==> src/hw/rtl/cvtf_pkg.sv <==
// Types and constants of the column vote threshold filter.
package cvtf_pkg;

   localparam int COLUMN_TOTAL  = 64;
   localparam int COUNT_BITS    = 16;
   localparam int ROW_BITS      = 64;
   localparam int COL_IDX_BITS  = 6;
   localparam int CFG_BITS      = 16;
   localparam int COLS_REG_BITS = 7;
   localparam int CMP_BITS      = 32;
   localparam int ADDR_BITS     = 4;
   localparam int DATA_BITS     = 32;
   localparam int REG_IDX_BITS  = ADDR_BITS - 2;
   localparam int QUEUE_DEPTH   = 2;
   localparam int QPTR_BITS     = $clog2(QUEUE_DEPTH);

   localparam logic [COUNT_BITS-1:0] CNT_MAX = '1;

   localparam logic [REG_IDX_BITS-1:0] REG_MIN_DISCOVERED = REG_IDX_BITS'(0);
   localparam logic [REG_IDX_BITS-1:0] REG_MAX_MISSING    = REG_IDX_BITS'(1);
   localparam logic [REG_IDX_BITS-1:0] REG_COLUMNS_IN_USE = REG_IDX_BITS'(2);

   localparam logic [CFG_BITS-1:0]      RST_MIN_DISCOVERED = CFG_BITS'(1);
   localparam logic [CFG_BITS-1:0]      RST_MAX_MISSING    = CFG_BITS'(0);
   localparam logic [COLS_REG_BITS-1:0] RST_COLUMNS_IN_USE = COLS_REG_BITS'(64);

   typedef struct packed {
      logic [ROW_BITS-1:0] row_bits;
      logic                first_row;
   } req_item_type;

   typedef struct packed {
      logic [COL_IDX_BITS-1:0] column_index;
      logic                    last_of_row;
   } rsp_item_type;

   // Request after column masking, as it sits in the queue.
   typedef struct packed {
      logic [COLUMN_TOTAL-1:0] bits;
      logic                    first_row;
   } queue_item_type;

   typedef struct packed {
      logic [CFG_BITS-1:0]      min_discovered;
      logic [CFG_BITS-1:0]      max_missing;
      logic [COLS_REG_BITS-1:0] columns_in_use;
   } cfg_type;

   typedef struct packed {
      logic                    valid;
      logic [COLUMN_TOTAL-1:0] mask;
   } emit_load_type;

endpackage

==> src/hw/rtl/cvtf_front.sv <==
// Front end: takes requests, masks unused columns, pushes into the queue.
module cvtf_front (
   input  logic                    clock,
   input  logic                    reset,
   input  logic                    req_valid,
   output logic                    req_ready,
   input  cvtf_pkg::req_item_type  req_data,
   input  logic [cvtf_pkg::COLS_REG_BITS-1:0] columns_in_use,
   output logic                    push_valid,
   input  logic                    push_ready,
   output cvtf_pkg::queue_item_type push_item
);

   logic                     valid_ff;
   logic                     valid_in;
   cvtf_pkg::queue_item_type item_ff;
   cvtf_pkg::queue_item_type item_in;
   logic                     take;

   assign req_ready  = !valid_ff || push_ready;
   assign take       = req_valid && req_ready;
   assign push_valid = valid_ff;
   assign push_item  = item_ff;

   always_comb begin
      item_in.first_row = req_data.first_row;
      for (int j = 0; j < cvtf_pkg::COLUMN_TOTAL; j++) begin
         item_in.bits[j] = req_data.row_bits[j] &&
            (cvtf_pkg::COLS_REG_BITS'(j) < columns_in_use);
      end
      valid_in = take || (valid_ff && !push_ready);
   end

   always_ff @(posedge clock) begin
      if (reset) begin
         valid_ff <= 1'b0;
      end else begin
         valid_ff <= valid_in;
      end
      if (take) begin
         item_ff <= item_in;
      end
   end

endmodule

==> config.mk <==
export PLATFORM = sky130hd
export DESIGN_NAME = cvtf_front
export DESIGN_NICKNAME = d
export VERILOG_FILES = /design/src/hw/rtl/cvtf_pkg.sv /design/src/hw/rtl/cvtf_front.sv
export SDC_FILE = /design/constraint.sdc
export NUM_CORES = 1
export LEC_CHECK = 0
export BUFFER_PORTS_ARGS = -buffer_cell sky130_fd_sc_hd__buf_4
export CORE_MARGIN = 2
export CORE_UTILIZATION = 42
export DETAILED_ROUTE_END_ITERATION = 10
export PLACE_DENSITY = 0.79
export SLEW_MARGIN = 15
export SYNTH_ARGS = -nofsm -noshare
export SYNTH_HDL_FRONTEND = slang
export SYNTH_SLANG_ARGS = --single-unit
==> constraint.sdc <==
create_clock -name clock -period 2.8 [get_ports clock]
set_clock_uncertainty 0.1 [all_clocks]
set_input_delay 0.56 -clock clock [delete_from_list [all_inputs] [get_ports clock]]
set_output_delay 0.56 -clock clock [all_outputs]
set_load 0.005 [all_outputs]
---- Word level (Yosys, flattened, before mapping) ----
Cells that the tools add are included.
cells by class
  reductions and logical operators ........ 70
  magnitude comparators ................... 64
operators by type and width
  cell                count
  $lt 6x7->1 const A  32
  $lt 5x7->1 const A  16
  $logic_and 1x1->1   66
  $lt 4x7->1 const A  8
  $lt 3x7->1 const A  4
  $lt 1x7->1 const A  2
  $lt 2x7->1 const A  2
  $logic_not 1->1     2
  $logic_or 1x1->1    2
word-level totals
  bits of input ports ..................... 76
  register bits ........................... 66
  logic and storage cells ................. 137

---- Longest topological paths before layout ----
Gate-level depths: netlist (run 1).
  word-level depth ........................ 4
  mapped depth ............................ 5
  gate-level depth less buffers ........... 2

---- Least setup slack after synthesis (run 1) ----
OpenSTA, ideal clock, no wires.
  path type ............................... input-to-reg
  start ................................... input port push_ready
  end ..................................... register item_ff (netlist bit push_item[0]), enable pin
  stages .................................. 2
  path slack .............................. 0.016 ns
  setup time .............................. 0.430 ns
  arrival time ............................ 2.254 ns
  path through ............................ nand2b_1 -> and2_1
between the ends
  cells in the longest elaborated chain, start to end .. 2
RTL lines
  element                 line              source
  start: declaration      cvtf_front.sv:10  input logic push_ready,
  $logic_or 1x1->1        cvtf_front.sv:20  assign req_ready = !valid_ff || push_ready;
  $logic_and 1x1->1       cvtf_front.sv:21  assign take = req_valid && req_ready;
  named net take          cvtf_front.sv:18  logic take;
  end signal: assignment  cvtf_front.sv:41  item_ff <= item_in;
  end: declaration        cvtf_front.sv:16  cvtf_pkg::queue_item_type item_ff;
The timed path passes the listed nets, and every way through them passes these cells.
A chain may end at the register's enable or synchronous reset.

==> metrics.md, run 1 <==
| Metric | Value |
|---|---|
| Full die area | ~0.008 mm^2 |
| CP Class | in -> reg |
| Ys Warns | 0 |
| Hold_buf cts | 0 |
| CP required | between 2 and 3 ns |
| Crit. End Element | flop |
| Slowest cell delay on critical path | 0.65 ns |
| Slowest cell on the critical path | o21ai_0 |
| Placer congestion estimate | 0.760 |
| Antenna Nets Post-Route | 0 |
| Vias/cell | slightly above 5 |
| Gr usage total | between 10% and 20% |
| First DRT Iteration DRCs | ~180 |
| Ys flop type | edfxtp_1 |
| Placed Instances | between 400 and 500 |
| Port bufs | between 100 and 150 |
| Number of synthesized flops with an enable pin | 65 |
| Area delta synth->final | 41.7% |
| Routed len/inst | around 16 um |
| Synth unique cells | 44 |
| Remaining DRCs | 0 |
| Setup TNS | 0 ns |
| Sequential fraction of the synthesis area | between 60% and 70% |
| First-pass GRT wire length | ~12 mm |
| Proportion of layout cells with a drive suffix above 1 | about 45% |
| Total wire length | 7.82 mm |
| Crit-path leading delay family | compound AO/OA/AOI/OAI gates |
| Flip-flop and latch count after synthesis | between 60 and 70 |
| CTS Buffer Depth | 2 |
| Io pins | 143 |
| Max Slew Vio Count | 0 |
| Critical-path cell list | buf_4 > o21ai_0 > a21boi_0 |
| Core ar. | roughly 0.007 mm^2 |
| Post_cts resized | 0 |
| Chip Width | a little under 90 um |
| RSZ-0062 raised after global routing | false |
| CTS Buf Count | 9 |
| Filler Cell Count | 620 |
| Initial DRT Pass Iterations | 4 |
| Vias in the first global route | between 2000 and 2500 |
| Fmax achieved | approximately 0.6 GHz |
| Via Count | 2432 |
| Hold WC Path Type | in -> reg |
| Minimum clock period | roughly 1.7 ns |
| Syn_nets | between 300 and 400 |
| Antenna violations before repair | 0 |
| CP arrival | ~1.6 ns |
| Power per Cell Area | ~530 mW/mm^2 |
| CTS Sinks | 66 |
| Layout Cells excl Fill | roughly 480 |
| Status | finished clean |
| Post-CTS setup buffer count | 0 |
| Buffers & Inverters on Critical Path | 1 |
| DP HPWL | 5.35 mm |
| Period utilization | about three fifths |
| Ys async rst share | 0% |
| H-tree depth | 3 |
| Dpl cell area | approximately 0.0042 mm^2 |
| Final hold viol count | 0 |
| Most common cell after layout, fill and taps aside | buf_4 |
| Mean Syn Cell Area | about 13 um^2 |
| Clock Latency Late Sink | 0.33 ns |
| Fin area | 0.00434 mm^2 |
| Max-Cap Viols | 0 |
| Critical path startpoint category | input port |
| Final-stage net count | approximately 450 |
| Reg clk slew, reported paths | around 0.080 ns |
| CTS tree | done |
| Finish-stage setup viols | 0 |
| Row count | 31 |
| Largest fanout on the critical path | 19 |
| Mapped Area | 0.00306 mm^2 |
| Overflow after GRT | 0 |
| Dpl ws | around 0.77 ns |
| Mapped Cells | 235 |
| Slew HR | 46.3% |
| Initial Utilization | ~43% |
| Most frequent cells in the layout | buf_4 (143), edfxtp_1 (65), inv_1 (15), o21ai_0 (15), a21oi_1 (14) |
| Slew @ Worst Pin | between 0.7 and 0.8 ns |
| Clk root buf | clkbuf_8 |
| Die height | 89.4 um |
| Max IR drop VDD | ~0.21 mV |
| Antenna cells | 0 |
| Static Leak | approximately 1.8 nW |
| Largest net degree at the start of global routing | 47 |
| Final worst slack | between 1 and 1.5 ns |
==> area by class of cell <==
type                    instances  area, um^2  area share [%]
flip-flops and latches         66        1970            45.4
multi-input cells             135         908            20.9
inverters                      15        56.3            1.30
repair buffers                144        1090            25.2
clock buffers                  10         128            2.94
well taps                      99         124            2.85
clock inverters                 6        57.6            1.33
==> layer usage <==
metal,global-route usage (%),share of wire (%)
met5,0,0
met1,23.5,40
met4,9.77,2.4
met3,5.72,7.8
met2,32.4,50
==> final timing paths <==
path                          start  cells past startpoint            to  slack [ns]
setup / recovery  columns_in_use[1]                      3  push_item[5]        1.13
setup reg to reg         push_valid                      3  push_item[4]        1.16
hold / removal                reset                      2    push_valid        0.27
hold reg to reg          push_valid                      2    push_valid        0.42
==> flip-flops by register name, summed over array words and instances (netlist names) <==
| name | cells |
|---|---|
| push_valid | 1 |
| push_item | 65 |
==> synthesized netlist by cell type, drive strengths merged (2+ instances only) <==
cell type  instances  area [um^2]
and2               4         25.0
buf               18          124
o2bb2ai            4         35.0
o21ai             21          105
a21boi            18          135
a211oi             8         65.1
inv               15         56.3
nor2               3         11.3
edfxtp            65         1950
nand4              7         50.1
and3               4         25.0
nor4b              2         47.6
o22ai              2         12.5
nand2             13         51.3
a21oi             14         70.1
nor2b              2         12.5
o311a              2         20.0
o211ai             5         47.5
nand3             13         75.1
nor3               2         20.0
==> cells by family after synthesis <==
family / Yosys count / share of synthesized area [%]
AND/OR/NAND/NOR: 55 / 11.9
flip-flops: 66 / 64.4
AO/OA/AOI/OAI: 80 / 17.7
buffers and inverters: 34 / 6.00
==> where the power goes <==
group	internal (mW)	leakage (nW)	switching, mW
combinational	0.189	1.06	0.166
sequential	1.17	0.649	0.0200
clock	0.404	0.0874	0.361
total	1.76	1.80	0.546
==> through the flow <==
step	power [mW]	hold WS, ns	utilization, %
floorplan	1.36	0.422	-
global placement	1.56	0.398	58.2
detailed placement	1.57	0.409	58.2
CTS	2.33	0.252	60.8
global route	2.40	0.263	60.8
finish	2.31	0.273	60.8
(Power assumes the default switching activity.)
==> run 2, diff against run 1 <==
==> constraint.sdc (replaced) <==
create_clock -name clock -period 1.4 [get_ports clock]
set_clock_uncertainty 0.1 [all_clocks]
set_input_delay 0.28 -clock clock [delete_from_list [all_inputs] [get_ports clock]]
set_output_delay 0.28 -clock clock [all_outputs]
set_load 0.005 [all_outputs]
==> run 2 against run 1 <==
Via count is 8.3% higher. Core utilization is 5.2 points higher. Combinational power is 130% higher. Die area stayed put. Worst setup slack worse by 1.0 ns. Wire length is 5.3% higher. Sequential share of layout area is 3.5 points lower. First-iteration DRC count is 2.8% lower. Sequential cell count stayed put. Cell area is 8.5% higher. Global-route usage is 0.51 points higher. Largest power group unchanged.
==> metrics.md, run 2 (same netlist as run 1, synthesis figures left out) <==
| Metric | Value |
|---|---|
| Max reg flops | 65 (unchanged) |
| Port bufs | 142 (unchanged) |
| Hold_buf cts | 1 (was 0) |
| H-tree depth | 3 (unchanged) |
| Max-Cap Viols | 0 (unchanged) |
| Antenna cells | 0 (unchanged) |
| Area delta synth->final | 53.8% (was 41.7%) |
| DP HPWL | 6.20 mm (was 5.35 mm) |
| CP required | 1.02 ns (was 2.74 ns) |
| Vias/cell | 5.16 (was 5.12) |
| Final hold viol count | 0 (unchanged) |
| Hold WS | 0.0177 ns (was 0.273 ns) |
| Row count | 31 (unchanged) |
| Buffers & Inverters on Critical Path | 1 (unchanged) |
| CP Class | reg -> out (was in -> reg) |
| Static Leak | 2.01 nW (was 1.80 nW) |
| Reg clk slew, reported paths | 0.08 ns (about the same) |
| Remaining DRCs | 0 (unchanged) |
| Max IR drop VDD | 0.446 mV (was 0.208 mV) |
| RSZ-0062 raised after global routing | false (unchanged) |
| Slew @ Worst Pin | 0.332 ns (was 0.797 ns) |
| Core ar. | 0.00714 mm^2 (unchanged) |
| Placer congestion estimate | 0.767 (was 0.760) |
| Status | finished clean (unchanged) |
| Setup TNS | 0 ns (unchanged) |
| Gr usage total | 20.2% (was 19.6%) |
| CTS Sinks | 66 (unchanged) |
| Clock Latency Late Sink | 0.33 ns (about the same) |
| Initial DRT Pass Iterations | 5 (was 4) |
| Post-CTS setup buffer count | 0 (unchanged) |
| Die height | 89.4 um (unchanged) |
| Finish-stage setup viols | 0 (unchanged) |
| Post_cts resized | 0 (unchanged) |
| Period utilization | around nine tenths |
| Max Slew Vio Count | 0 (unchanged) |
| Proportion of layout cells with a drive suffix above 1 | 50.6% (was 45.5%) |
| Crit-path leading delay family | flip-flops (was compound AO/OA/AOI/OAI gates) |
| Full die area | 0.00799 mm^2 (unchanged) |
| Crit. End Element | output pin (was flop) |
| Overflow after GRT | 0 (unchanged) |
| CTS Buffer Depth | 2 (unchanged) |
| First-pass GRT wire length | 12.0 mm (was 11.5 mm) |
| Via Count | 2633 (was 2432) |
| Largest net degree at the start of global routing | 36 (was 47) |
| Antenna Nets Post-Route | 0 (unchanged) |
| Hold WC Path Type | in -> reg (unchanged) |
| Core Util, Final | 66.0% (was 60.8%) |
| Total wire length | 8.24 mm (was 7.82 mm) |
| Initial Utilization | 42.9% (unchanged) |
| Routed len/inst | 16.1 um (was 16.5 um) |
| Chip Width | 89.4 um (unchanged) |
| Vias in the first global route | 2508 (was 2376) |
| Fin area | 0.00471 mm^2 (was 0.00434 mm^2) |
| Slowest cell delay on critical path | 0.42 ns (was 0.65 ns) |
| Power per Cell Area | 1050 mW/mm^2 (was 532 mW/mm^2) |
| Overall power | 4.94 mW (was 2.31 mW) |
| Most frequent cells in the layout | buf_4 (172), edfxtp_1 (65), inv_1 (15), o21ai_0 (15), a21oi_1 (14) (was buf_4 (143), edfxtp_1 (65), inv_1 (15), o21ai_0 (15), a21oi_1 (14)) |
| CTS Buf Count | 9 (unchanged) |
| Largest fanout on the critical path | 1 (was 19) |
| CP arrival | 0.90 ns (was 1.62 ns) |
| Fmax achieved | a little under 0.8 GHz |
| Dpl cell area | 0.00448 mm^2 (was 0.00415 mm^2) |
| Slew HR | 77.8% (was 46.3%) |
| Most common cell after layout, fill and taps aside | buf_4 (unchanged) |
| Critical path startpoint category | flop (was input port) |
| CTS tree | done (unchanged) |
| Slowest cell on the critical path | edfxtp_1 (was o21ai_0) |
| Final-stage net count | 482 (was 447) |
| Minimum clock period | approximately 1.3 ns |
| Critical-path cell list | buf_4 (was buf_4 > o21ai_0 > a21boi_0) |
| First DRT Iteration DRCs | 176 (was 181) |
| Io pins | 143 (unchanged) |
| Antenna violations before repair | 0 (unchanged) |
| Clk root buf | clkbuf_8 (unchanged) |
run 2: final cells by class:
class	instances	area [um^2]
Inverter	15	56.3
Timing Repair Buffer	179	1420
Clock inverter	6	91.3
Fill cell	595	2430
Multi-Input combinational cell	135	916
Sequential cell	66	1970
Tap cell	99	124
Clock buffer	10	128
run 2: final timing paths:
path                            slack, ns             to  depth (start not counted)           from
worst max-delay path                 0.12  push_item[11]                          1  push_item[11]
worst min-delay path                 0.02   push_item[0]                          1    req_data[0]
worst max register to register       0.16  push_item[20]                          3     push_valid
worst min register to register       0.43     push_valid                          2     push_valid
run 2: where the power goes:
group	internal (mW)	switching, mW
registers	2.34	0.0409
clock network	1.01	0.740
logic	0.462	0.357
total	3.80	1.14
run 2: through the flow:
step | std cells | setup slack [ns]
2_1_floorplan | 235 | -0.0624
3_5_place_dp | 493 | -0.0790
4_1_cts | 510 | 0.113
6_report | 510 | 0.118
5_1_grt | 510 | 0.0827
3_3_place_gp | 493 | -0.0686
run 2: per-layer routing:
| metal | share of wire [%] | global-route usage [%] |
|---|---|---|
| met1 | 40 | 25.7 |
| met2 | 50 | 32.2 |
| met3 | 7.1 | 4.52 |
| met4 | 2.8 | 10.4 |
| met5 | 0 | 0 |
