<file path="src/hw/rtl/cvtf_pkg.sv">
// Types and constants of the column vote threshold filter.
package cvtf_pkg;

   localparam int COLUMN_TOTAL  = 64;
   localparam int COUNT_BITS    = 16;
   localparam int ROW_BITS      = 64;
   localparam int COL_IDX_BITS  = 6;
   localparam int CFG_BITS      = 16;
   localparam int COLS_REG_BITS = 7;
   localparam int CMP_BITS      = 32;
   localparam int ADDR_BITS     = 4;
   localparam int DATA_BITS     = 32;
   localparam int REG_IDX_BITS  = ADDR_BITS - 2;
   localparam int QUEUE_DEPTH   = 2;
   localparam int QPTR_BITS     = $clog2(QUEUE_DEPTH);

   localparam logic [COUNT_BITS-1:0] CNT_MAX = '1;

   localparam logic [REG_IDX_BITS-1:0] REG_MIN_DISCOVERED = REG_IDX_BITS'(0);
   localparam logic [REG_IDX_BITS-1:0] REG_MAX_MISSING    = REG_IDX_BITS'(1);
   localparam logic [REG_IDX_BITS-1:0] REG_COLUMNS_IN_USE = REG_IDX_BITS'(2);

   localparam logic [CFG_BITS-1:0]      RST_MIN_DISCOVERED = CFG_BITS'(1);
   localparam logic [CFG_BITS-1:0]      RST_MAX_MISSING    = CFG_BITS'(0);
   localparam logic [COLS_REG_BITS-1:0] RST_COLUMNS_IN_USE = COLS_REG_BITS'(64);

   typedef struct packed {
      logic [ROW_BITS-1:0] row_bits;
      logic                first_row;
   } req_item_type;

   typedef struct packed {
      logic [COL_IDX_BITS-1:0] column_index;
      logic                    last_of_row;
   } rsp_item_type;

   // Request after column masking, as it sits in the queue.
   typedef struct packed {
      logic [COLUMN_TOTAL-1:0] bits;
      logic                    first_row;
   } queue_item_type;

   typedef struct packed {
      logic [CFG_BITS-1:0]      min_discovered;
      logic [CFG_BITS-1:0]      max_missing;
      logic [COLS_REG_BITS-1:0] columns_in_use;
   } cfg_type;

   typedef struct packed {
      logic                    valid;
      logic [COLUMN_TOTAL-1:0] mask;
   } emit_load_type;

endpackage

</file>
<file path="src/hw/rtl/cvtf_queue.sv">
// Short queue between the front end and the counting back end.
module cvtf_queue (
   input  logic                     clock,
   input  logic                     reset,
   input  logic                     push_valid,
   output logic                     push_ready,
   input  cvtf_pkg::queue_item_type push_item,
   output logic                     pop_valid,
   input  logic                     pop,
   output cvtf_pkg::queue_item_type pop_item
);

   cvtf_pkg::queue_item_type         entries_ff [cvtf_pkg::QUEUE_DEPTH];
   logic [cvtf_pkg::QPTR_BITS-1:0]   wr_ptr_ff;
   logic [cvtf_pkg::QPTR_BITS-1:0]   wr_ptr_in;
   logic [cvtf_pkg::QPTR_BITS-1:0]   rd_ptr_ff;
   logic [cvtf_pkg::QPTR_BITS-1:0]   rd_ptr_in;
   logic [cvtf_pkg::QPTR_BITS:0]     count_ff;
   logic [cvtf_pkg::QPTR_BITS:0]     count_in;
   logic                             do_push;
   logic                             do_pop;

   assign push_ready = count_ff != (cvtf_pkg::QPTR_BITS+1)'(cvtf_pkg::QUEUE_DEPTH);
   assign pop_valid  = count_ff != '0;
   assign pop_item   = entries_ff[rd_ptr_ff];
   assign do_push    = push_valid && push_ready;
   assign do_pop     = pop && pop_valid;

   always_comb begin
      wr_ptr_in = do_push ? wr_ptr_ff + 1'b1 : wr_ptr_ff;
      rd_ptr_in = do_pop ? rd_ptr_ff + 1'b1 : rd_ptr_ff;
      count_in  = count_ff;
      if (do_push && !do_pop) begin
         count_in = count_ff + 1'b1;
      end else if (do_pop && !do_push) begin
         count_in = count_ff - 1'b1;
      end
   end

   always_ff @(posedge clock) begin
      if (reset) begin
         wr_ptr_ff <= '0;
         rd_ptr_ff <= '0;
         count_ff  <= '0;
      end else begin
         wr_ptr_ff <= wr_ptr_in;
         rd_ptr_ff <= rd_ptr_in;
         count_ff  <= count_in;
      end
      if (do_push) begin
         entries_ff[wr_ptr_ff] <= push_item;
      end
   end

endmodule

</file>
<file path="config.mk">
export PLATFORM = sky130hd
export DESIGN_NAME = cvtf_queue
export DESIGN_NICKNAME = d
export VERILOG_FILES = /design/src/hw/rtl/cvtf_pkg.sv /design/src/hw/rtl/cvtf_queue.sv
export SDC_FILE = /design/constraint.sdc
export NUM_CORES = 1
export LEC_CHECK = 0
export BUFFER_PORTS_ARGS = -buffer_cell sky130_fd_sc_hd__buf_2
export CAP_MARGIN = 5
export CORE_MARGIN = 2
export CORE_UTILIZATION = 52
export DETAILED_ROUTE_END_ITERATION = 6
export HOLD_SLACK_MARGIN = 0.08
export PLACE_DENSITY = 0.9
export SETUP_SLACK_MARGIN = 0.15
export SLEW_MARGIN = 20
export SYNTH_ARGS = -nofsm -noshare
export SYNTH_HDL_FRONTEND = slang
export SYNTH_SLANG_ARGS = --single-unit
</file>
<file path="constraint.sdc">
create_clock -name clock -period 3.1 [get_ports clock]
set_input_delay 0.31 -clock clock [delete_from_list [all_inputs] [get_ports clock]]
set_output_delay 0.31 -clock clock [all_outputs]
set_load 0.01 [all_outputs]
</file>
# Word level (Yosys, flattened, before mapping)
# Memories as Yosys holds them, arrays and structs flattened. A register that Yosys moved wholly into a read port is not among the register bits.
# Cells that the tools add are included.
[word_totals]
reg_bits = 4
ramBits = 130
input_bits = 69
out_inout_bits = 67
word_cells = 23
n_memories = 1
[op_classes]
add_sub_neg = 4
n_eq_ne = 1
muxes = 6
reduce_logical = 8
[mem_list]
columns = ["memory", "words", "width", "rd", "rd_clocked_by_memory_dff", "write_ports", "line_no", "rtl"]
rows = [
  ["entries_ff", 2, 65, 1, 1, 1, "cvtf_queue.sv:13", "cvtf_pkg::queue_item_type entries_ff [cvtf_pkg::QUEUE_DEPTH];"],
]
[ops]
columns = ["operator", "n"]
rows = [
  ["$logic_and 1x1->1", 4],
  ["$mux 1", 4],
  ["$mux 2", 2],
  ["$reduce_bool 2->1", 2],
  ["$add 1x1->1 const B", 2],
  ["$add 2x1->2 const B", 1],
  ["$logic_not 1->1", 2],
  ["$ne 2x2->1 const B", 1],
  ["$sub 2x1->2 const B", 1],
]

# Depth between registers and ports, before layout
# Gate-level depths: netlist of run 1.
[logic_depth]
word_depth = 6
mapped_depth = 6

# Worst setup path after synthesis of run 1
# OpenSTA, ideal clock, no wires.
[synth_timing]
path_type = "register -> register"
start = "reg count_ff[0] (netlist name)"
end = "mem entries_ff[1][0] (netlist name), enable pin"
setup_ns = 0.430
arrival_ns = 2.216
required_time_ns = 2.670
slack_ns = 0.454
path_stages_with_launch = 3
path_buffers = 0
synth_period_minus_slack_ns = 2.646
path_cell_list = "dfxtp_1 > nand2b_1 > and3_1"
[synth_via]
elab_chain_len = 4
[synth_rtl]
columns = ["item", "line_no", "rtl"]
rows = [
  ["from (decl)", "cvtf_queue.sv:18", "logic [cvtf_pkg::QPTR_BITS:0] count_ff;"],
  ["from (signal assigned)", "cvtf_queue.sv:48", "count_ff <= count_in;"],
  ["$ne 2x2->1", "cvtf_queue.sv:23", "assign push_ready = count_ff != (cvtf_pkg::QPTR_BITS+1)'(cvtf_pkg::QUEUE_DEPTH);"],
  ["named net push_ready", "cvtf_queue.sv:6", "output logic push_ready,"],
  ["$logic_and 1x1->1", "cvtf_queue.sv:26", "assign do_push = push_valid && push_ready;"],
  ["$mux 1", "cvtf_queue.sv:50", "if (do_push) begin"],
  ["$mux 1 (implied by the code)", "cvtf_queue.sv:51", "entries_ff[wr_ptr_ff] <= push_item;"],
  ["to (decl)", "cvtf_queue.sv:13", ""],
]
# The timed path passes the listed nets, and every way through them passes these cells.

==> results.tsv, run 1 <==
stage	metric	value	unit
sta	clk_skew	7.343	ps
pwr	Clk pwr share	0.364	
critical_path	r2r worst-path depth	3	
critical_path	CP arrival	2170	ps
logic_synthesis	Syn. warnings	0	
floorplan	die area	10270	µm²
logic_synthesis	top-area cell type share of the netlist area	0.7923	
drt	Wirelength per Cell	17.24	µm
finish	area of the multi-input gates	852.1	µm²
clock_network	CTS tree	built	
global_routing	vias in the first global route	2940	
drt	first drt pass iteration count	4	
sta	Final period util	0.8004	
logic_synthesis	Net Count, Synth	296	
critical_path	CP Capture Point	pop_item[8]	
logic_synthesis	Synth area leader	edfxtp_1	
sta	TNS Setup	0	ps
pwr	Gate power share	0.216	
logic_synthesis	top post-synthesis cells by area	edfxtp_1 (79%), mux2_2 (15%), dfxtp_1 (2.0%)	
critical_path	crit-path max FO	36	
clock_network	Clock Tree Buf Depth	2	
sta	RSZ-0062 raised after global routing	false	
finish	Final Instance Area	7019	µm²
finish	Layout area overhead	42.46	%
pwr	NetSw	1.430	mW
logic_synthesis	Primary FF master, synth	edfxtp_1	
hold_path	Hold Path Class	primary input to register	
floorplan	DIE WIDTH	101.3	µm
logic_synthesis	distinct cell type count of the synthesized netlist	19	
logic_synthesis	top post-synthesis cells by count	edfxtp_1 (130), mux2_2 (65), buf_6 (5), dfxtp_1 (5)	
job	MaxCap Viol Count	0	
drt	WL final	9740	µm
pwr	total power	5.714	mW
finish	Reg area	4005	µm²
finish	final net count	512	
critical_path	r2r setup slk	1140	ps
clock_network	root buffer cell	clkbuf_8	
clock_network	clock latency at the later pin of the worst-skew pair	490	ps
clock_network	H-Tree Depth	4	
placed_design	port bufs	135	
drt	initial DRC count	125	
pwr	Power Density	814.1	nW/µm²
global_routing	number of antenna violations at the first check in global routing	0	
drt	via/cell ratio	5.002	
pwr	sequential fraction of design power	0.420	
pwr	Leak	2.682	nW
logic_synthesis	register area share after synthesis	0.8126	
pwr	Switching Share	0.2503	
sta	Pins Over Slew Limit	0	
pwr	internal power	4.284	mW
critical_path	R2R Path End	entries_ff[1][26]	
logic_synthesis	Async S/R FF share, synth	0	
placed_design	Placed Area	5736	µm²
floorplan	Initial Utilization	0.5358	
placed_design	GPL Wtd Cong	0.7085	
sta	Fin. Hold Viols	0	
critical_path	FF-to-FF Start	count_ff[0]	
floorplan	Rows	35	
global_routing	Overflow after GRT	0	
logic_synthesis	cell area after synthesis	4927	µm²
hold_path	HP Start	push_valid	
clock_network	CTS buffer count	17	
floorplan	I/O pins	136	
sta	Slew @ Worst Pin	763.9	ps
drt	antenna viol nets, final	0	
critical_path	WP data required	2790	ps
finish	fillcell total	515	
placed_design	hpwl dp	5575	µm
logic_synthesis	Post-synth EDFFs	130	
sta	f_max	0.4030	GHz
global_routing	GRT Overall Usage	0.1908	
sta	Worst slew margin	0.4908	
drt	Residual DRC	0	
logic_synthesis	Syn Area/Cell	21.80	µm²
global_routing	largest net degree at the start of global routing	37	
critical_path	CP Capture Type	primary output	
logic_synthesis	Mapped Cells	226	
finish	layout cells sized above 1	0.5220	
logic_synthesis	register bit total from synthesis	135	
sta	Setup Viol. Count Final	0	
sta	final worst path period need	2481	ps
floorplan	CORE AREA	9196	µm²
drt	DR vias	2826	
critical_path	startpoint types	register	
floorplan	Die H	101.3	µm
status	status	completed	
pwr	Max rail drop VDD	591.6	µV
critical_path	Setup CP Type	register to primary output	
global_routing	first-pass GRT wire length	14370	µm
logic_synthesis	most frequent cell after synthesis	edfxtp_1	
clock_network	clock sinks	135	
finish	n_diodes	0	
clock_network	Clk pin slew, worst setup/hold paths	60	ps
## power groups by stage
stage               registers, mW  logic, mW  clock network, mW
finish                       2.40       1.23               2.08
global route                 2.42       1.32               2.19
CTS                          2.40       1.23               2.11
detailed placement           2.44       1.16                  0
floorplan                    2.37      0.793                  0
global placement             2.42       1.13                  0
## what timing repair did
item                                   4_1_cts  5_1_grt
endpoints found under the hold margin      135        0
gates resized for setup                      0        0
setup buffers                                0        0
hold buffers                                66        0
## critical path, stage by stage, from the launching register on
cell and delay, ps:
dfxtp_2 820, buf_12 300, mux2_2 380, buf_2 140
## sequential cells by signal (all words and copies together) (netlist names), named ones only
| name | count |
|---|---|
| entries_ff | 130 |
| count_ff | 2 |
| wr_ptr_ff | 1 |
| rd_ptr_ff | 1 |
## cell usage in the layout, fill, tap and decap left out, types with 2 or more instances in the layout
| master | netlist | final |
|---|---|---|
| edfxtp_1 | 130 | 130 |
| clkinv_2 | 0 | 2 |
| dlygate4sd3_1 | 0 | 66 |
| nor2_1 | 3 | 3 |
| buf_12 | 0 | 3 |
| xor2_1 | 3 | 3 |
| clkinv_4 | 0 | 3 |
| clkinvlp_4 | 0 | 2 |
| o21ai_0 | 2 | 2 |
| a21oi_1 | 2 | 2 |
| buf_2 | 1 | 135 |
| dfxtp_1 | 5 | 4 |
| bufinv_16 | 0 | 5 |
| clkbuf_16 | 0 | 16 |
| mux2_2 | 65 | 65 |
## kinds of logic (layout without fill, tap and decap cells)
| logic type | count (synthesis) | count (layout) | share of synthesized area |
|---|---|---|---|
| DFF | 135 | 135 | 0.8126 |
| buffers and inverters | 8 | 236 | 0.01473 |
| muxes | 65 | 65 | 0.1486 |
| and+or+nand+nor | 9 | 9 | 0.01016 |
| adders and majority gates | 1 | 1 | 0.002539 |
| xor gates and xnor gates | 3 | 3 | 0.005334 |
| AOI/OAI and AO/OA | 5 | 5 | 0.006095 |
## per-layer routing
metal | routed length, µm | GRT usage | up-vias
met5 | 0 | 0 | -
met4 | 136 | 0.06757 | 0
met3 | 455 | 0.06142 | 16
met2 | 5354 | 0.3525 | 103
met1 | 3794 | 0.2044 | 1382
li1 | - | - | 1325
## metrics by stage
step / util / worst slack, ps / hold WS [ps] / instances
global route: 0.7633 / 484.7 / 131.1 / 565
finish: 0.7633 / 618.8 / 149.9 / 565
CTS: 0.7633 / 580.0 / 120.3 / 565
global placement: 0.6237 / 1145 / 487.4 / 468
detailed placement: 0.6237 / 1129 / 493.7 / 468
floorplan: - / 454.2 / 379.1 / 226
## worst min-delay path by stage
stage                   to  cells after the start
6_report         wr_ptr_ff                      3
4_1_cts          wr_ptr_ff                      3
5_1_grt          wr_ptr_ff                      3
2_1_floorplan  count_ff[1]                      1
3_3_place_gp     rd_ptr_ff                      2
3_5_place_dp     rd_ptr_ff                      2
## area by class of cell
class	count	area share
multi-input combinational	83	0.1214
tap	111	0.01979
clock buffer	18	0.05954
sequential	135	0.5706
inverter	1	0.0005348
timing repair buffer	204	0.1989
clock inverter	13	0.02923
No activity file was read; power rests on OpenSTA's default activity.
==> run 2, diff against run 1 <==
- CORE_UTILIZATION: 52 -> 47
- PLACE_DENSITY: 0.9 -> 0.87
- clock period: 3.1 -> 2.1 ns (I/O delays scaled with it)
==> run 2 against run 1 <==
Against the previous run: final cell count up 5.3%; via count up 2.0%; largest cell class unchanged; routed wire length down 0.11%; clock-buffer cell count up 6; largest power group unchanged; die area up 10%; clock power up 38%; critical path type unchanged; first-iteration DRC count down 1.6%.
==> results.tsv, run 2 (synthesis results as in run 1) <==
stage	metric	value	unit	change
status	status	completed		unchanged
hold_path	Hold Path Class	primary input to register		unchanged
sta	clk_skew	7.170	ps	was 7.343 ps
finish	fillcell total	641		was 515
sta	Pins Over Slew Limit	0		unchanged
critical_path	CP delay by family, top	buffers and inverters		was flip-flops
global_routing	GRT Overall Usage	0.1764		was 0.1908
sta	Fin. Hold Viols	0		unchanged
sta	Final period util	0.9000		
placed_design	GPL Wtd Cong	0.6727		was 0.7085
floorplan	Initial Utilization	0.4816		was 0.5358
clock_network	clock latency at the later pin of the worst-skew pair	510	ps	was 490 ps
critical_path	WP buf/inv	2		unchanged
sta	f_max	0.5291	GHz	
critical_path	worst path cell trace	buf_6 -> mux2_2 -> buf_2		was buf_12 -> mux2_2 -> buf_2
critical_path	slowest CP cell	mux2_2		was dfxtp_2
sta	Hold Slack	130.6	ps	was 149.9 ps
global_routing	Overflow after GRT	0		unchanged
finish	n_diodes	0		unchanged
sta	Setup Viol. Count Final	0		unchanged
pwr	Power Density	1170	nW/µm²	was 814.1 nW/µm²
sta	RSZ-0062 raised after global routing	true		was false
critical_path	startpoint types	register		unchanged
sta	final worst path period need	1890	ps	
clock_network	postcts setup bufs	0		unchanged
drt	initial DRC count	123		was 125
pwr	Leak	2.669	nW	was 2.682 nW
global_routing	number of antenna violations at the first check in global routing	0		unchanged
finish	area of the multi-input gates	859.6	µm²	was 852.1 µm²
clock_network	Clock Tree Buf Depth	2		unchanged
floorplan	CORE AREA	10230	µm²	was 9196 µm²
critical_path	Crit path largest cell delay	390	ps	was 820 ps
drt	DR vias	2882		was 2826
floorplan	I/O pins	136		unchanged
finish	Largest regs	entries_ff (130), count_ff (2)		unchanged
drt	Wirelength per Cell	16.35	µm	was 17.24 µm
finish	Reg area	4006	µm²	was 4005 µm²
global_routing	vias in the first global route	3072		was 2940
clock_network	CTS buffer count	17		unchanged
floorplan	DIE WIDTH	106.4	µm	was 101.3 µm
clock_network	root buffer cell	clkbuf_8		unchanged
placed_design	hpwl dp	5554	µm	was 5575 µm
pwr	Max rail drop VDD	863.1	µV	was 591.6 µV
critical_path	CP arrival	1680	ps	was 2170 ps
sta	TNS Setup	0	ps	unchanged
pwr	total power	8.225	mW	was 5.714 mW
finish	Final Instance Area	7029	µm²	was 7019 µm²
critical_path	WP data required	1890	ps	was 2790 ps
sta	Worst slew margin	0.7035		was 0.4908
drt	first drt pass iteration count	4		unchanged
clock_network	CTS tree	built		unchanged
drt	Residual DRC	0		unchanged
clock_network	clock sinks	135		unchanged
finish	layout cells sized above 1	0.5229		was 0.5220
critical_path	crit-path max FO	31		was 36
finish	final net count	516		was 512
floorplan	die area	11320	µm²	was 10270 µm²
finish	most common cell after layout, fill and taps aside	buf_2		unchanged
placed_design	port bufs	135		unchanged
finish	commonest cells after routing, fill and taps aside	buf_2 (135), edfxtp_1 (130), dlygate4sd3_1 (67), mux2_2 (65), clkbuf_16 (16)		was buf_2 (135), edfxtp_1 (130), dlygate4sd3_1 (66), mux2_2 (65), clkbuf_16 (16)
drt	WL final	9729	µm	was 9740 µm
placed_design	Placed Area	5764	µm²	was 5736 µm²
finish	max reg flops	130		unchanged
floorplan	Die H	106.4	µm	was 101.3 µm
floorplan	Rows	37		was 35
finish	Largest Register	entries_ff		unchanged
sta	Slew @ Worst Pin	444.7	ps	was 763.9 ps
drt	antenna viol nets, final	0		unchanged
global_routing	first-pass GRT wire length	14780	µm	was 14370 µm
critical_path	Setup CP Type	register to primary output		unchanged
clock_network	Clk pin slew, worst setup/hold paths	60	ps	about the same
finish	Layout area overhead	42.66	%	was 42.46%
global_routing	largest net degree at the start of global routing	35		was 37
clock_network	H-Tree Depth	4		unchanged
drt	via/cell ratio	4.844		was 5.002
critical_path	CP Capture Type	primary output		unchanged
job	MaxCap Viol Count	0		unchanged
==> run 2: cell count changes in the layout (fill, tap and decap cells not counted), sizes merged <==
| cell | before | now |
|---|---|---|
| clkbuf | 18 | 24 |
| clkinv | 6 | 2 |
| buf | 138 | 141 |
| bufinv | 5 | 3 |
| clkinvlp | 2 | 4 |
| dlygate4sd3 | 66 | 67 |
| inv | 1 | 0 |
==> run 2: layout make-up <==
type,instances,area share
Clock buffer,24,0.06550
Clock inverter,8,0.01744
Sequential cell,135,0.5700
Tap cell,136,0.02421
Multi-Input combinational cell,83,0.1223
Inverter,1,0.001068
Timing Repair Buffer,208,0.1995
==> run 2: layer usage <==
layer / GRT usage / vias up / wire length (µm) / part of all wire
li1: - / 1337 / - / -
met1: 0.1927 / 1426 / 3788 / 0.39
met4: 0.06861 / 0 / 184 / 0.019
met5: 0 / - / 0 / 0
met3: 0.05273 / 16 / 510 / 0.052
met2: 0.3205 / 103 / 5245 / 0.54
==> run 2: worst reg2reg max path: stages (launching register included) <==
cell and delay [ps]:
dfxtp_1 420, nand2b_4 90, and2_1 170, ha_1 330, or3_1 360, a21oi_1 140
==> run 2: timing repair <==
action | 4_1_cts | 5_1_grt
hold endpoints to repair | 135 | 0
resized for setup | 2 | 1
pin swaps | 0 | 0
setup endpoints to repair | 65 | 7
hold buffers | 67 | 0
==> run 2: final timing paths <==
path,from,end,slack (ps),cells past startpoint
setup reg to reg,count_ff[1],count_ff[1],530,5
setup / recovery,register,pop_item[52],210,3
hold reg to reg,rd_ptr_ff,rd_ptr_ff,510,2
hold / removal,pop,rd_ptr_ff,130,4
==> run 2: power breakdown <==
group          internal [mW]  leakage (nW)  total (mW)  switching [mW]
Clock                   1.87         0.275        2.87            1.00
Sequential              3.37          1.26        3.48           0.104
Combinational          0.921          1.14        1.88           0.960
==> run 2: through the flow <==
step,instances,utilization,setup WS (ps)
final,595,0.6870,210.0
after global routing,595,0.6870,140.0
after CTS,595,0.6867,167.7
after detailed placement,496,0.5634,544.0
after global placement,496,0.5634,608.0
after floorplan,226,-,125.8
