<file path="config.mk">
export PLATFORM = sky130hd
export DESIGN_NAME = cvtf_emit
export DESIGN_NICKNAME = d
export VERILOG_FILES = /design/src/hw/rtl/cvtf_pkg.sv /design/src/hw/rtl/cvtf_emit.sv
export SDC_FILE = /design/constraint.sdc
export NUM_CORES = 1
export LEC_CHECK = 0
export BUFFER_PORTS_ARGS = -buffer_cell sky130_fd_sc_hd__buf_2
export CAP_MARGIN = 20
export CORE_MARGIN = 4
export CORE_UTILIZATION = 50
export CTS_CLUSTER_SIZE = 10
export DETAILED_ROUTE_END_ITERATION = 7
export PLACE_DENSITY = 0.74
export SLEW_MARGIN = 40
export SYNTH_ARGS = -nofsm -noshare
export SYNTH_HDL_FRONTEND = slang
export SYNTH_SLANG_ARGS = --single-unit
</file>
<file path="constraint.sdc">
create_clock -name clock -period 2.6 [get_ports clock]
set_input_delay 0.26 -clock clock [delete_from_list [all_inputs] [get_ports clock]]
set_output_delay 0.26 -clock clock [all_outputs]
set_load 0.02 [all_outputs]
</file>
<file path="src/hw/rtl/cvtf_pkg.sv">
// Types and constants of the column vote threshold filter.
package cvtf_pkg;

   localparam int COLUMN_TOTAL  = 64;
   localparam int COUNT_BITS    = 16;
   localparam int ROW_BITS      = 64;
   localparam int COL_IDX_BITS  = 6;
   localparam int CFG_BITS      = 16;
   localparam int COLS_REG_BITS = 7;
   localparam int CMP_BITS      = 32;
   localparam int ADDR_BITS     = 4;
   localparam int DATA_BITS     = 32;
   localparam int REG_IDX_BITS  = ADDR_BITS - 2;
   localparam int QUEUE_DEPTH   = 2;
   localparam int QPTR_BITS     = $clog2(QUEUE_DEPTH);

   localparam logic [COUNT_BITS-1:0] CNT_MAX = '1;

   localparam logic [REG_IDX_BITS-1:0] REG_MIN_DISCOVERED = REG_IDX_BITS'(0);
   localparam logic [REG_IDX_BITS-1:0] REG_MAX_MISSING    = REG_IDX_BITS'(1);
   localparam logic [REG_IDX_BITS-1:0] REG_COLUMNS_IN_USE = REG_IDX_BITS'(2);

   localparam logic [CFG_BITS-1:0]      RST_MIN_DISCOVERED = CFG_BITS'(1);
   localparam logic [CFG_BITS-1:0]      RST_MAX_MISSING    = CFG_BITS'(0);
   localparam logic [COLS_REG_BITS-1:0] RST_COLUMNS_IN_USE = COLS_REG_BITS'(64);

   typedef struct packed {
      logic [ROW_BITS-1:0] row_bits;
      logic                first_row;
   } req_item_type;

   typedef struct packed {
      logic [COL_IDX_BITS-1:0] column_index;
      logic                    last_of_row;
   } rsp_item_type;

   // Request after column masking, as it sits in the queue.
   typedef struct packed {
      logic [COLUMN_TOTAL-1:0] bits;
      logic                    first_row;
   } queue_item_type;

   typedef struct packed {
      logic [CFG_BITS-1:0]      min_discovered;
      logic [CFG_BITS-1:0]      max_missing;
      logic [COLS_REG_BITS-1:0] columns_in_use;
   } cfg_type;

   typedef struct packed {
      logic                    valid;
      logic [COLUMN_TOTAL-1:0] mask;
   } emit_load_type;

endpackage

</file>
<file path="src/hw/rtl/cvtf_emit.sv">
// Result serializer: one reported column per cycle unless rsp_ready stalls it, lowest index first.
module cvtf_emit (
   input  logic                    clock,
   input  logic                    reset,
   input  cvtf_pkg::emit_load_type emit_load,
   output logic                    emit_ready,
   output logic                    rsp_valid,
   input  logic                    rsp_ready,
   output cvtf_pkg::rsp_item_type  rsp_data
);

   logic [cvtf_pkg::COLUMN_TOTAL-1:0] pend_ff;
   logic [cvtf_pkg::COLUMN_TOTAL-1:0] pend_in;
   logic                              rsp_valid_ff;
   logic                              rsp_valid_in;
   cvtf_pkg::rsp_item_type            rsp_data_ff;
   cvtf_pkg::rsp_item_type            rsp_data_in;
   logic [cvtf_pkg::COLUMN_TOTAL-1:0] lowest;
   logic [cvtf_pkg::COLUMN_TOTAL-1:0] rest;
   logic [cvtf_pkg::COL_IDX_BITS-1:0] index;
   logic                              slot_free;

   assign emit_ready = pend_ff == '0;
   assign rsp_valid  = rsp_valid_ff;
   assign rsp_data   = rsp_data_ff;
   assign slot_free  = !rsp_valid_ff || rsp_ready;

   always_comb begin
      lowest = pend_ff & (~pend_ff + 1'b1);
      rest   = pend_ff & ~lowest;
      index  = '0;
      for (int j = 0; j < cvtf_pkg::COLUMN_TOTAL; j++) begin
         if (lowest[j]) begin
            index = index | cvtf_pkg::COL_IDX_BITS'(j);
         end
      end

      pend_in      = pend_ff;
      rsp_valid_in = rsp_valid_ff;
      rsp_data_in  = rsp_data_ff;
      if (emit_load.valid) begin
         pend_in = emit_load.mask;
      end
      if (slot_free) begin
         rsp_valid_in = pend_ff != '0;
         if (pend_ff != '0) begin
            rsp_data_in.column_index = index;
            rsp_data_in.last_of_row  = rest == '0;
            pend_in                  = rest;
         end
      end
   end

   always_ff @(posedge clock) begin
      if (reset) begin
         pend_ff      <= '0;
         rsp_valid_ff <= 1'b0;
      end else begin
         pend_ff      <= pend_in;
         rsp_valid_ff <= rsp_valid_in;
      end
      rsp_data_ff <= rsp_data_in;
   end

endmodule

</file>
Word-level counts from Yosys, hierarchy flattened
Cells that the tools add are included.

word-level totals
  bits in registers = 72
  output and inout port bits = 9
  word-level logic and storage cells = 85

operators by class
  add/sub/neg operators = 1
  equality and inequality tests = 1
  mux-type cells = 69
  bitwise gates (word level) = 4
  reductions and logical operators = 6

operator list
  kind                                                   count
  two-way mux 64 bit                                     4
  two-way mux 6 bit                                      32
  AND 64 bit                                             2
  zero test 64 bit                                       2
  inverter 64 bit                                        2
  two-way mux 5 bit                                      16
  adder 64 x 1 -> 64 bit, second input constant          1
  nonzero test 64 bit                                    1
  two-way mux 4 bit                                      8
  two-way mux 7 bit                                      2
  two-way mux 3 bit                                      4
  two-way mux 2 bit                                      2
  inequality test 2 x 1 -> 1 bit, second input constant  1
  AND reduction 2 bit                                    1
  zero test 1 bit                                        1
  logical OR 1 bit                                       1
  two-way mux 1 bit                                      1

Logic depth before layout (Yosys ltp)
Gate-level depths: netlist of the first run.

  depth in word-level cells = 68
  depth in mapped cells = 11
  depth with buffers taken out = 8

Least setup slack after synthesis of the first run
No wires, ideal clock.

  path type = reg-to-reg
  from = reg pend_ff[38] (netlist bit)
  to = reg pend_ff[45] (netlist bit)
  library setup time = 136 ps
  arrival = 2670 ps
  data required time = 2464 ps
  setup slack = -206 ps
  stages on the path, launching flop included = 11
  buffers on the path = 2
  clock period less this slack = 2806 ps
  cells stage by stage = dfxtp_1 buf_6 or4_1 or4b_4 nor4b_4 nand4_4 nand2_1 inv_2 buf_6 a211oi_1 a211oi_1

on the way
  word-level cells in the longest chain between the ends = 8
  elaborated cells on any way between the ends = 9

RTL lines
  what                                RTL line         source
  start, declared                     cvtf_emit.sv:12  logic [cvtf_pkg::COLUMN_TOTAL-1:0] pend_ff;
  start signal, assigned              cvtf_emit.sv:59  pend_ff <= pend_in;
  inverter 64 bit                     cvtf_emit.sv:29  lowest = pend_ff & (~pend_ff + 1'b1);
  adder 64 x 1 -> 64 bit              cvtf_emit.sv:29
  AND 64 bit                          cvtf_emit.sv:29
  inverter 64 bit                     cvtf_emit.sv:30  rest = pend_ff & ~lowest;
  AND 64 bit                          cvtf_emit.sv:30
  two-way mux 64 bit *                cvtf_emit.sv:46  if (pend_ff != '0) begin
  two-way mux 64 bit * (2 in series)  cvtf_emit.sv:44  if (slot_free) begin

Every way passes the cells marked *; elsewhere a longest branch is shown, timed or not. The select of a mux whose other input is x is not followed.
A chain may end at the register's enable or synchronous reset.

Worst setup path after layout of the first run
  from = reg pend_ff[44] (netlist bit)
  to = reg pend_ff[37] (netlist bit)

on the way
  word-level cells in the longest chain between the ends = 4

RTL lines
  what                              RTL line
  nonzero test 64 bit               cvtf_emit.sv:46
  two-way mux 64 bit                cvtf_emit.sv:46
  two-way mux 64 bit (2 in series)  cvtf_emit.sv:44

Every way passes these cells. The select of a mux whose other input is x is not followed.

==> run_results.csv, run 1 <==
group,metric,value,unit
sta,fin_crit_sh,1.149,
floorplanning,die-area,12040,sq um
worst_setup_path,worstSetupEndpointType,"flop",
outcome,status,"finished with violations",
worst_setup_path,critPathKind,"reg2reg",
outcome,violations,"setup timing",
place,dp_hpwl,17.12,mm
drt,routedWlPerCell,23.17,um
synthesis,synth_area_leader_cell,"dfxtp_1",
synthesis,syn_area_per_cell,7.166,sq um
finish,fin_area,7934,sq um
place,gp_congestion,1.142,
floorplanning,die_h,109.7,um
place,dp_slack,-0.3719,ns
drt,topRoutingLayerUsed,"met4",
drt,drc,0,
drt,wl_met3,3.644,mm
finish,mostFrequentLayoutCells,"buf_4, nand2_1, buf_2, nor3_1, a21oi_1",
worst_setup_path,crit_required,2.90,ns
sta,slew_headroom,0.5201,
synthesis,synth_area,5174,sq um
grt,grt_pass1_vias,6707,
clocking,clk_path_buf_depth,2,
synthesis,ys_seq_area_frac,0.2921,
sta,whs,0.09535,ns
drt,vias,7419,
floorplanning,rows,36,
finish,drive_above_1_share,0.3825,
clocking,htree_num_levels,3,
drt,m1WireLength,9.557,mm
sta,rsz0062_at_grt,"yes",
finish,diodes,0,
drt,routed_wl,25.37,mm
sta,setup_tns,-20.90,ns
drt,dr_wl_met2,10.64,mm
grt,grt_usage,0.3917,
clocking,cts_tree,"done",
synthesis,synth-edff-count,7,
drt,drt_iter0_markers,1243,
synthesis,synth-warning-count,0,
grt,grt_antenna_before_repair,0,
finish,fillerInstances,692,
sta,finClkSkew,0.01674,ns
sta,setup_viol,77,
sta,tightest_slew,0.7018,ns
sta,fmax,334.6,MHz
sta,hold_viol_final,0,
clocking,hold_buffers,0,
flow_run,cap_violations,0,
synthesis,yosys.area.top_type_share,0.2515,
synthesis,yosysUniqueCellTypes,70,
floorplanning,io_pins,77,
finish,regArea,1514,sq um
worst_setup_path,cp.arrival,3.29,ns
finish,finalNetCount,1025,
pwr,powerDensity,652.5,nW/um^2
clocking,root_buffer,"clkbuf_8",
worst_setup_path,cp_max_fo,8,
sta,period_needed,2.988,ns
grt,grt_pass1_wl,35.80,mm
clocking,clk-insertion-delay-late,0.39,ns
floorplanning,start_util,0.5221,
synthesis,yosys-top-cells-area,"dfxtp_1, nor3_1, a21oi_1",
sta,setup_slack,-0.3883,ns
min_path,hp-class,"in2reg",
grt,grt_overflow,0,
synthesis,synth_flop_cell,"dfxtp_1",
clocking,clkTransAtPathRegs,0.09,ns
finish,multi_input_area,3662,sq um
floorplanning,core,9910,sq um
grt,grt_max_degree,66,
drt,viasPerCell,6.775,
synthesis,synth_async_sr_flop_share,0,
drt,ant_nets,0,
finish,synthToLayoutAreaGrowth,53.35,%
synthesis,synthesis.nets,790,
sta,slew_viol_final,0,
place,placed_cell_area,6902,sq um
pwr,p_leak,3.276,nW
synthesis,ys_ff_latch,72,
pwr,ir_drop,0.0005373,V
clocking,clock-sinks,72,
drt,first_pass_iters,7,
pwr,p_total,5.177,mW
finish,final_common_cell,"buf_4",
worst_setup_path,crit_path_start_kind,"flop",
floorplanning,die_w,109.7,um
synthesis,syn_inst,722,
clocking,cts_inserted_buffers,9,
place,numPortBuffers,76,
-- layer usage --
| layer | GRT usage | up-vias |
|---|---|---|
| met5 | 0 | - |
| met4 | 0.1790 | 0 |
| met3 | 0.1239 | 158 |
| met2 | 0.6007 | 638 |
| met1 | 0.5013 | 3393 |
| li1 | - | 3230 |
-- cell families (layout without fill, tap and decap cells) --
family | Yosys count | after routing | share of synthesized area
flip-flops | 72 | 72 | 0.2921
buffers and inverters | 74 | 314 | 0.07038
AO/OA/AOI/OAI | 219 | 219 | 0.2692
AND/OR/NAND/NOR | 353 | 353 | 0.3603
multiplexers | 3 | 3 | 0.006046
adder cells (fa/ha/maj) | 1 | 1 | 0.001935
-- state kept, by name (all words and copies together), names as in the netlist --
| register | flops |
|---|---|
| rsp_valid | 1 |
| pend_ff | 64 |
| rsp_data | 7 |
-- metrics by stage --
stage | util | std cells
after floorplan | - | 722
after global placement | 0.6965 | 1054
after detailed placement | 0.6965 | 1054
after CTS | 0.7537 | 1080
final | 0.8006 | 1095
after global routing | 0.8006 | 1095
-- path summary, 6_finish.rpt --
kind / start / end / slack, ns / depth (start not counted)
worst max register to register: pend_ff[44] / pend_ff[37] / -0.39 / 11
worst max-delay path: pend_ff[44] / pend_ff[37] / -0.39 / 11
worst min-delay path: emit_load[19] / pend_ff[19] / 0.1 / 3
worst min register to register: pend_ff[58] / pend_ff[58] / 0.58 / 2
-- worst max-delay path: stages (launching register included) --
cell	delay (ns)
dfxtp_2	0.33
or4_4	0.54
or4b_4	0.57
nor4b_4	0.32
nand4_4	0.15
buf_6	0.18
a21oi_4	0.16
buf_12	0.16
buf_12	0.12
buf_8	0.13
nand2_1	0.08
a21oi_1	0.15
-- cells in the mapped netlist, types with 9 or more instances --
library cell and instances:
a211oi_1 22, a21oi_1 67, a31oi_1 15, and2_1 10, and3_1 13, buf_2 13, clkbuf_1 30, dfxtp_1 65
inv_1 17, nand2_1 85, nand3_1 25, nand4_1 25, nor2_1 48, nor3_1 73, nor4_1 31, o21ai_0 47
o21ai_1 9
-- repair_timing --
action	4_1_cts	5_1_grt
buffers inserted	8	5
cloned	2	11
endpoints found under the setup margin	80	80
resized for setup	66	31
pin swaps	11	24
-- cell type report --
class | instances | area share
Tap cell | 133 | 0.02097
Sequential cell | 72 | 0.1908
Clock buffer | 12 | 0.01703
Inverter | 19 | 0.01025
Clock inverter | 4 | 0.005677
Timing Repair Buffer | 279 | 0.2936
Multi-Input combinational cell | 576 | 0.4616
-- where the power goes --
part | switching [mW] | leakage, nW | internal (mW)
registers | 0.0710 | 0.604 | 1.25
clock network | 0.461 | 0.0941 | 0.440
logic | 1.66 | 2.58 | 1.29
total | 2.19 | 3.28 | 2.99
(Power assumes the default switching activity.)
==> inputs of run 2 (changes only) <==
--- a/config.mk
+++ b/config.mk
@@ -12,6 +12,7 @@
 export CTS_CLUSTER_SIZE = 10
 export DETAILED_ROUTE_END_ITERATION = 7
 export PLACE_DENSITY = 0.74
+export SKIP_LAST_GASP = 1
 export SLEW_MARGIN = 40
 export SYNTH_ARGS = -nofsm -noshare
 export SYNTH_HDL_FRONTEND = slang
==> constraint.sdc (replaced) <==
create_clock -name clock -period 2.6 [get_ports clock]
set_input_delay 0.39 -clock clock [delete_from_list [all_inputs] [get_ports clock]]
set_output_delay 0.39 -clock clock [all_outputs]
set_load 0.02 [all_outputs]
==> run 2 against run 1 <==
Net effect: the flow finishes with violations (DRC, setup timing); critical path type unchanged; sequential power barely moved; routed wire length rose by 11%; register-to-register slack worse by 0.07 ns; clock skew down 0.0023 ns.
==> run_results.csv, run 2 (synthesis gave the netlist of run 1 again) <==
group,metric,value,unit
clocking,cts_inserted_buffers,9,
place,placed_cell_area,6912,sq um
pwr,swShare,0.4213,
finish,largest_reg_flops,64,
sta,rsz0062_at_grt,"yes",
finish,diodes,0,
floorplanning,core,9910,sq um
grt,grt_pass1_wl,37.53,mm
worst_setup_path,crit_required,2.91,ns
clocking,clk_path_buf_depth,2,
drt,viasPerCell,7.055,
floorplanning,die_h,109.7,um
sta,tightest_slew,0.8455,ns
grt,grt_antenna_before_repair,0,
clocking,cts_tree,"done",
grt,grt_pass1_vias,6938,
clocking,clk-insertion-delay-late,0.39,ns
outcome,status,"finished with violations",
place,gp_congestion,1.099,
pwr,comb_power_share,0.561,
grt,grtUsageMet3,0.1098,
drt,vias,7760,
min_path,hp-class,"in2reg",
grt,grt_max_degree,38,
clocking,root_buffer,"clkbuf_8",
pwr,p_leak,3.445,nW
sta,finClkSkew,0.01443,ns
pwr,ir_drop,0.0004948,V
finish,final_common_cell,"buf_4",
pwr,internal_power,3.232,mW
finish,finalNetCount,1030,
worst_setup_path,crit_path_start_kind,"flop",
drt,ant_nets,0,
sta,slew_headroom,0.4363,
pwr,switchingPower,2.352,mW
drt,first_pass_iters,8,
drt,drt_iter0_markers,1236,
grt,grt_usage,0.4103,
sta,hold_viol_final,0,
floorplanning,die_w,109.7,um
sta,setup_viol,80,
finish,drive_above_1_share,0.4571,
drt,routedWlPerCell,25.63,um
worst_setup_path,worstSetupEndpointType,"flop",
pwr,p_clk_frac,0.199,
floorplanning,die-area,12040,sq um
sta,setup_slack,-0.4590,ns
grt,grt.busiest_layer,"met2",
pwr,p_seq_frac,0.240,
place,dp_hpwl,17.56,mm
clocking,clock-sinks,72,
grt,grt_overflow,0,
drt,routed_wl,28.19,mm
sta,fmax,326.9,MHz
floorplanning,io_pins,77,
finish,mostFrequentLayoutCells,"buf_4, buf_2, nand2_1, nor3_1, dfxtp_1",
flow_run,cap_violations,0,
sta,period_needed,3.059,ns
worst_setup_path,critPathKind,"reg2reg",
place,numPortBuffers,76,
finish,top_register,"pend_ff",
finish,fin_area,8393,sq um
clocking,htree_num_levels,3,
worst_setup_path,cp.arrival,3.37,ns
pwr,p_total,5.584,mW
worst_setup_path,cp_max_fo,8,
sta,slew_viol_final,0,
drt,drc,12,
grt,met1_usage,0.5242,
clocking,clkTransAtPathRegs,0.09,ns
finish,synthToLayoutAreaGrowth,62.22,%
sta,fin_crit_sh,1.177,
outcome,violations,"DRC, setup timing",
floorplanning,rows,36,
grt,use_met2,0.6591,
floorplanning,start_util,0.5221,
pwr,powerDensity,665.3,nW/um^2
## run 2: cell types whose count changed in the layout (fill, tap and decap cells not counted), sizes merged
| cell | before | now |
|---|---|---|
| clkbuf | 21 | 18 |
| clkinv | 3 | 2 |
| bufinv | 1 | 2 |
| bufbuf | 1 | 0 |
| buf | 269 | 278 |
## run 2: final timing paths
| path | start | endpoint | slack (ns) | cells past startpoint |
|---|---|---|---|---|
| worst max register to register | pend_ff[39] | pend_ff[29] | -0.46 | 11 |
| worst max-delay path | pend_ff[39] | pend_ff[29] | -0.46 | 11 |
| worst min-delay path | emit_load[18] | pend_ff[18] | 0.23 | 3 |
| worst min register to register | pend_ff[63] | pend_ff[63] | 0.59 | 2 |
## run 2: power by group through the flow
stage	combinational [mW]	sequential, mW	clock, mW
final	3.13	1.34	1.11
after global routing	3.24	1.34	1.15
after CTS	2.63	1.32	1.10
after detailed placement	2.45	1.34	0
after global placement	2.43	1.33	0
after floorplan	1.19	1.42	0
## run 2: cell type report
cell class / count / area [sq um]
tap: 133 / 166.4
clock buffer: 12 / 166.4
multi-input combinational: 576 / 4009
sequential: 72 / 1525
timing repair buffer: 284 / 2362
fill: 575 / 1516
inverter: 19 / 90.09
clock inverter: 4 / 73.82
## run 2: worst max-delay path: stages (launching register included)
cell	delay (ns)
dfxtp_1	0.37
or4_4	0.58
or4b_4	0.54
nor4b_4	0.32
nand4_4	0.18
buf_6	0.18
a21oi_4	0.14
buf_12	0.19
buf_12	0.13
buf_16	0.13
nand2_1	0.09
a21oi_2	0.14
## run 2: metal layers
metal  vias to the layer above  wire length, um
met5                         -                0
met4                         0             1830
met3                       219             4021
met2                       777            12470
met1                      3526             9871
li1                       3238                -
## run 2: what timing repair did
item,in CTS,in global routing
pin swaps,13,69
setup buffers,11,13
cloned,4,6
hold buffers,0,0
setup endpoints to repair,80,80
gates resized for setup,31,155
## run 2: stage by stage
| step | hold WS, ns | setup TNS, ns | setup WS (ns) | cells | utilization |
|---|---|---|---|---|---|
| floorplan | 0.4746 | -0.6495 | -0.05072 | 722 | - |
| global placement | 0.5121 | -13.38 | -0.4092 | 1052 | 0.6975 |
| detailed placement | 0.5329 | -16.32 | -0.3656 | 1052 | 0.6975 |
| CTS | 0.2227 | -20.77 | -0.4073 | 1081 | 0.7586 |
| global route | 0.2278 | -29.60 | -0.4839 | 1100 | 0.8470 |
| finish | 0.2292 | -27.42 | -0.4590 | 1100 | 0.8470 |
==> inputs of run 3 (changes only) <==
--- a/config.mk
+++ b/config.mk
@@ -8,10 +8,10 @@
 export BUFFER_PORTS_ARGS = -buffer_cell sky130_fd_sc_hd__buf_2
 export CAP_MARGIN = 20
 export CORE_MARGIN = 4
-export CORE_UTILIZATION = 50
+export CORE_UTILIZATION = 45
 export CTS_CLUSTER_SIZE = 10
 export DETAILED_ROUTE_END_ITERATION = 7
-export PLACE_DENSITY = 0.74
+export PLACE_DENSITY = 0.68
 export SKIP_LAST_GASP = 1
 export SLEW_MARGIN = 40
 export SYNTH_ARGS = -nofsm -noshare
==> run 3 against run 2 <==
Net effect: the run ends with setup timing left; highest routed layer unchanged; largest cell class unchanged; cell count grew 1.2%; clock-buffer cell count shrank 2; flip-flop and latch count is the same; register-to-register slack gained 0.05 ns; combinational power shrank 6.7%; routed wire length shrank 8.8%.
==> run_results.csv, run 3 (synthesis gave the netlist of run 1 again) <==
group,metric,value,unit
flow_run,cap_violations,0,
finish,diodes,0,
drt,routed_wl,25.71,mm
sta,setup_slack,-0.4248,ns
finish,drive_above_1_share,0.3895,
clocking,hold_buffers,0,
place,numPortBuffers,76,
worst_setup_path,worstSetupEndpointType,"primary output",
finish,mostFrequentLayoutCells,"buf_4, nand2_1, buf_2, nor3_1, a21oi_1",
worst_setup_path,crit_family,"simple AND/OR/NAND/NOR gates",
drt,routedWlPerCell,23.10,um
grt,grt_overflow,0,
finish,top_register,"pend_ff",
grt,grt_antenna_before_repair,0,
floorplanning,rows,38,
drt,vias,7309,
outcome,violations,"setup timing",
finish,regArea,1520,sq um
sta,fin_crit_sh,1.163,
worst_setup_path,cp_max_fo,2,
finish,final_common_cell,"buf_4",
min_path,hp-class,"in2reg",
worst_setup_path,critical-path-max-stage-delay,0.60,ns
place,dp_hpwl,18.06,mm
worst_setup_path,cp.arrival,2.63,ns
floorplanning,die_h,115.2,um
drt,ant_nets,0,
sta,setup_tns,-24.04,ns
pwr,p_total,5.409,mW
floorplanning,die-area,13280,sq um
clocking,cts_inserted_buffers,9,
sta,slew_headroom,0.4326,
finish,largest_reg_flops,64,
clocking,htree_num_levels,3,
drt,first_pass_iters,6,
worst_setup_path,crit_path_start_kind,"flop",
clocking,clock-sinks,72,
outcome,status,"finished with violations",
clocking,clk-insertion-delay-late,0.36,ns
finish,final_cells,1113,
worst_setup_path,crit_chain,"or4_4 -> or4b_4 -> nor4b_4 -> nand4_4 -> inv_4 -> buf_12 -> buf_8",
floorplanning,die_w,115.2,um
grt,grt_max_degree,52,
sta,fmax,330.6,MHz
sta,rsz0062_at_grt,"yes",
sta,tightest_slew,0.8433,ns
place,placed_cells,1071,
worst_setup_path,path_buf_inv,3,
drt,drt_iter0_markers,1008,
floorplanning,core,11030,sq um
sta,hold_viol_final,0,
clocking,root_buffer,"clkbuf_16",
worst_setup_path,critPathKind,"reg2out",
finish,utilization,0.7290,
worst_setup_path,cp_slowest_cell,"or4b_4",
finish,finalNetCount,1037,
finish,fillerInstances,861,
pwr,ir_drop,0.0006814,V
clocking,clkTransAtPathRegs,0.06,ns
clocking,cts_tree,"done",
pwr,p_leak,3.334,nW
worst_setup_path,crit_required,2.21,ns
clocking,clk_path_buf_depth,2,
floorplanning,io_pins,77,
sta,period_needed,3.025,ns
finish,multi_input_area,3664,sq um
floorplanning,start_util,0.4690,
grt,grt_pass1_wl,38.65,mm
sta,setup_viol,79,
drt,viasPerCell,6.567,
grt,grt_usage,0.3808,
sta,finClkSkew,0.009102,ns
pwr,powerDensity,672.6,nW/um^2
drt,drc,0,
finish,synthToLayoutAreaGrowth,55.43,%
place,gp_congestion,1.105,
sta,slew_viol_final,0,
grt,grt_pass1_vias,6920,
==> run 3: layout make-up <==
class	count	area share
Multi-Input combinational cell	576	0.4556
Tap cell	140	0.02178
Timing Repair Buffer	291	0.2905
Inverter	19	0.01011
Clock buffer	10	0.02847
Sequential cell	72	0.1890
Clock inverter	5	0.004512
==> run 3: worst register-to-register path, cell delays in order (launching register included) <==
cell,delay [ns]
dfxtp_2,0.33
or4_4,0.55
or4b_4,0.60
nor4b_4,0.32
nand4_4,0.17
inv_4,0.10
buf_4,0.12
buf_6,0.13
buf_4,0.23
nor3_1,0.10
a31oi_1,0.17
a21oi_1,0.08
==> run 3: path summary, 6_finish.rpt <==
path                 startpoint          end  slack, ns  cells past startpoint
setup / recovery    pend_ff[45]   emit_ready      -0.42                      7
hold / removal    emit_load[19]  pend_ff[19]       0.26                      3
setup reg to reg    pend_ff[45]  pend_ff[47]      -0.41                     11
hold reg to reg     pend_ff[62]  pend_ff[62]       0.58                      2
==> run 3: per-layer routing <==
layer | up-vias | global-route usage | wire (um)
li1 | 3257 | - | -
met1 | 3432 | 0.5064 | 9943
met2 | 506 | 0.5772 | 11170
met3 | 114 | 0.1100 | 3329
met4 | 0 | 0.1596 | 1262
met5 | - | 0 | 0
==> run 3: through the flow <==
stage | cell area, sq um | setup WS, ns | hold WS (ns)
floorplan | 5243 | -0.05072 | 0.4746
global placement | 6998 | -0.3354 | 0.5312
detailed placement | 6998 | -0.4530 | 0.5316
CTS | 7823 | -0.3921 | 0.2621
global route | 8041 | -0.4381 | 0.2779
finish | 8041 | -0.4248 | 0.2639
==> run 3: power by group <==
part / leakage, nW / internal (mW) / switching (mW)
logic: 2.61 / 1.28 / 1.65
clock network: 0.121 / 0.640 / 0.526
registers: 0.606 / 1.25 / 0.0634
==> run 3: what timing repair did <==
action	in CTS	in global routing
gates resized for setup	52	46
pin swaps	13	22
cloned	7	4
setup endpoints to repair	80	80
buffers inserted	17	3
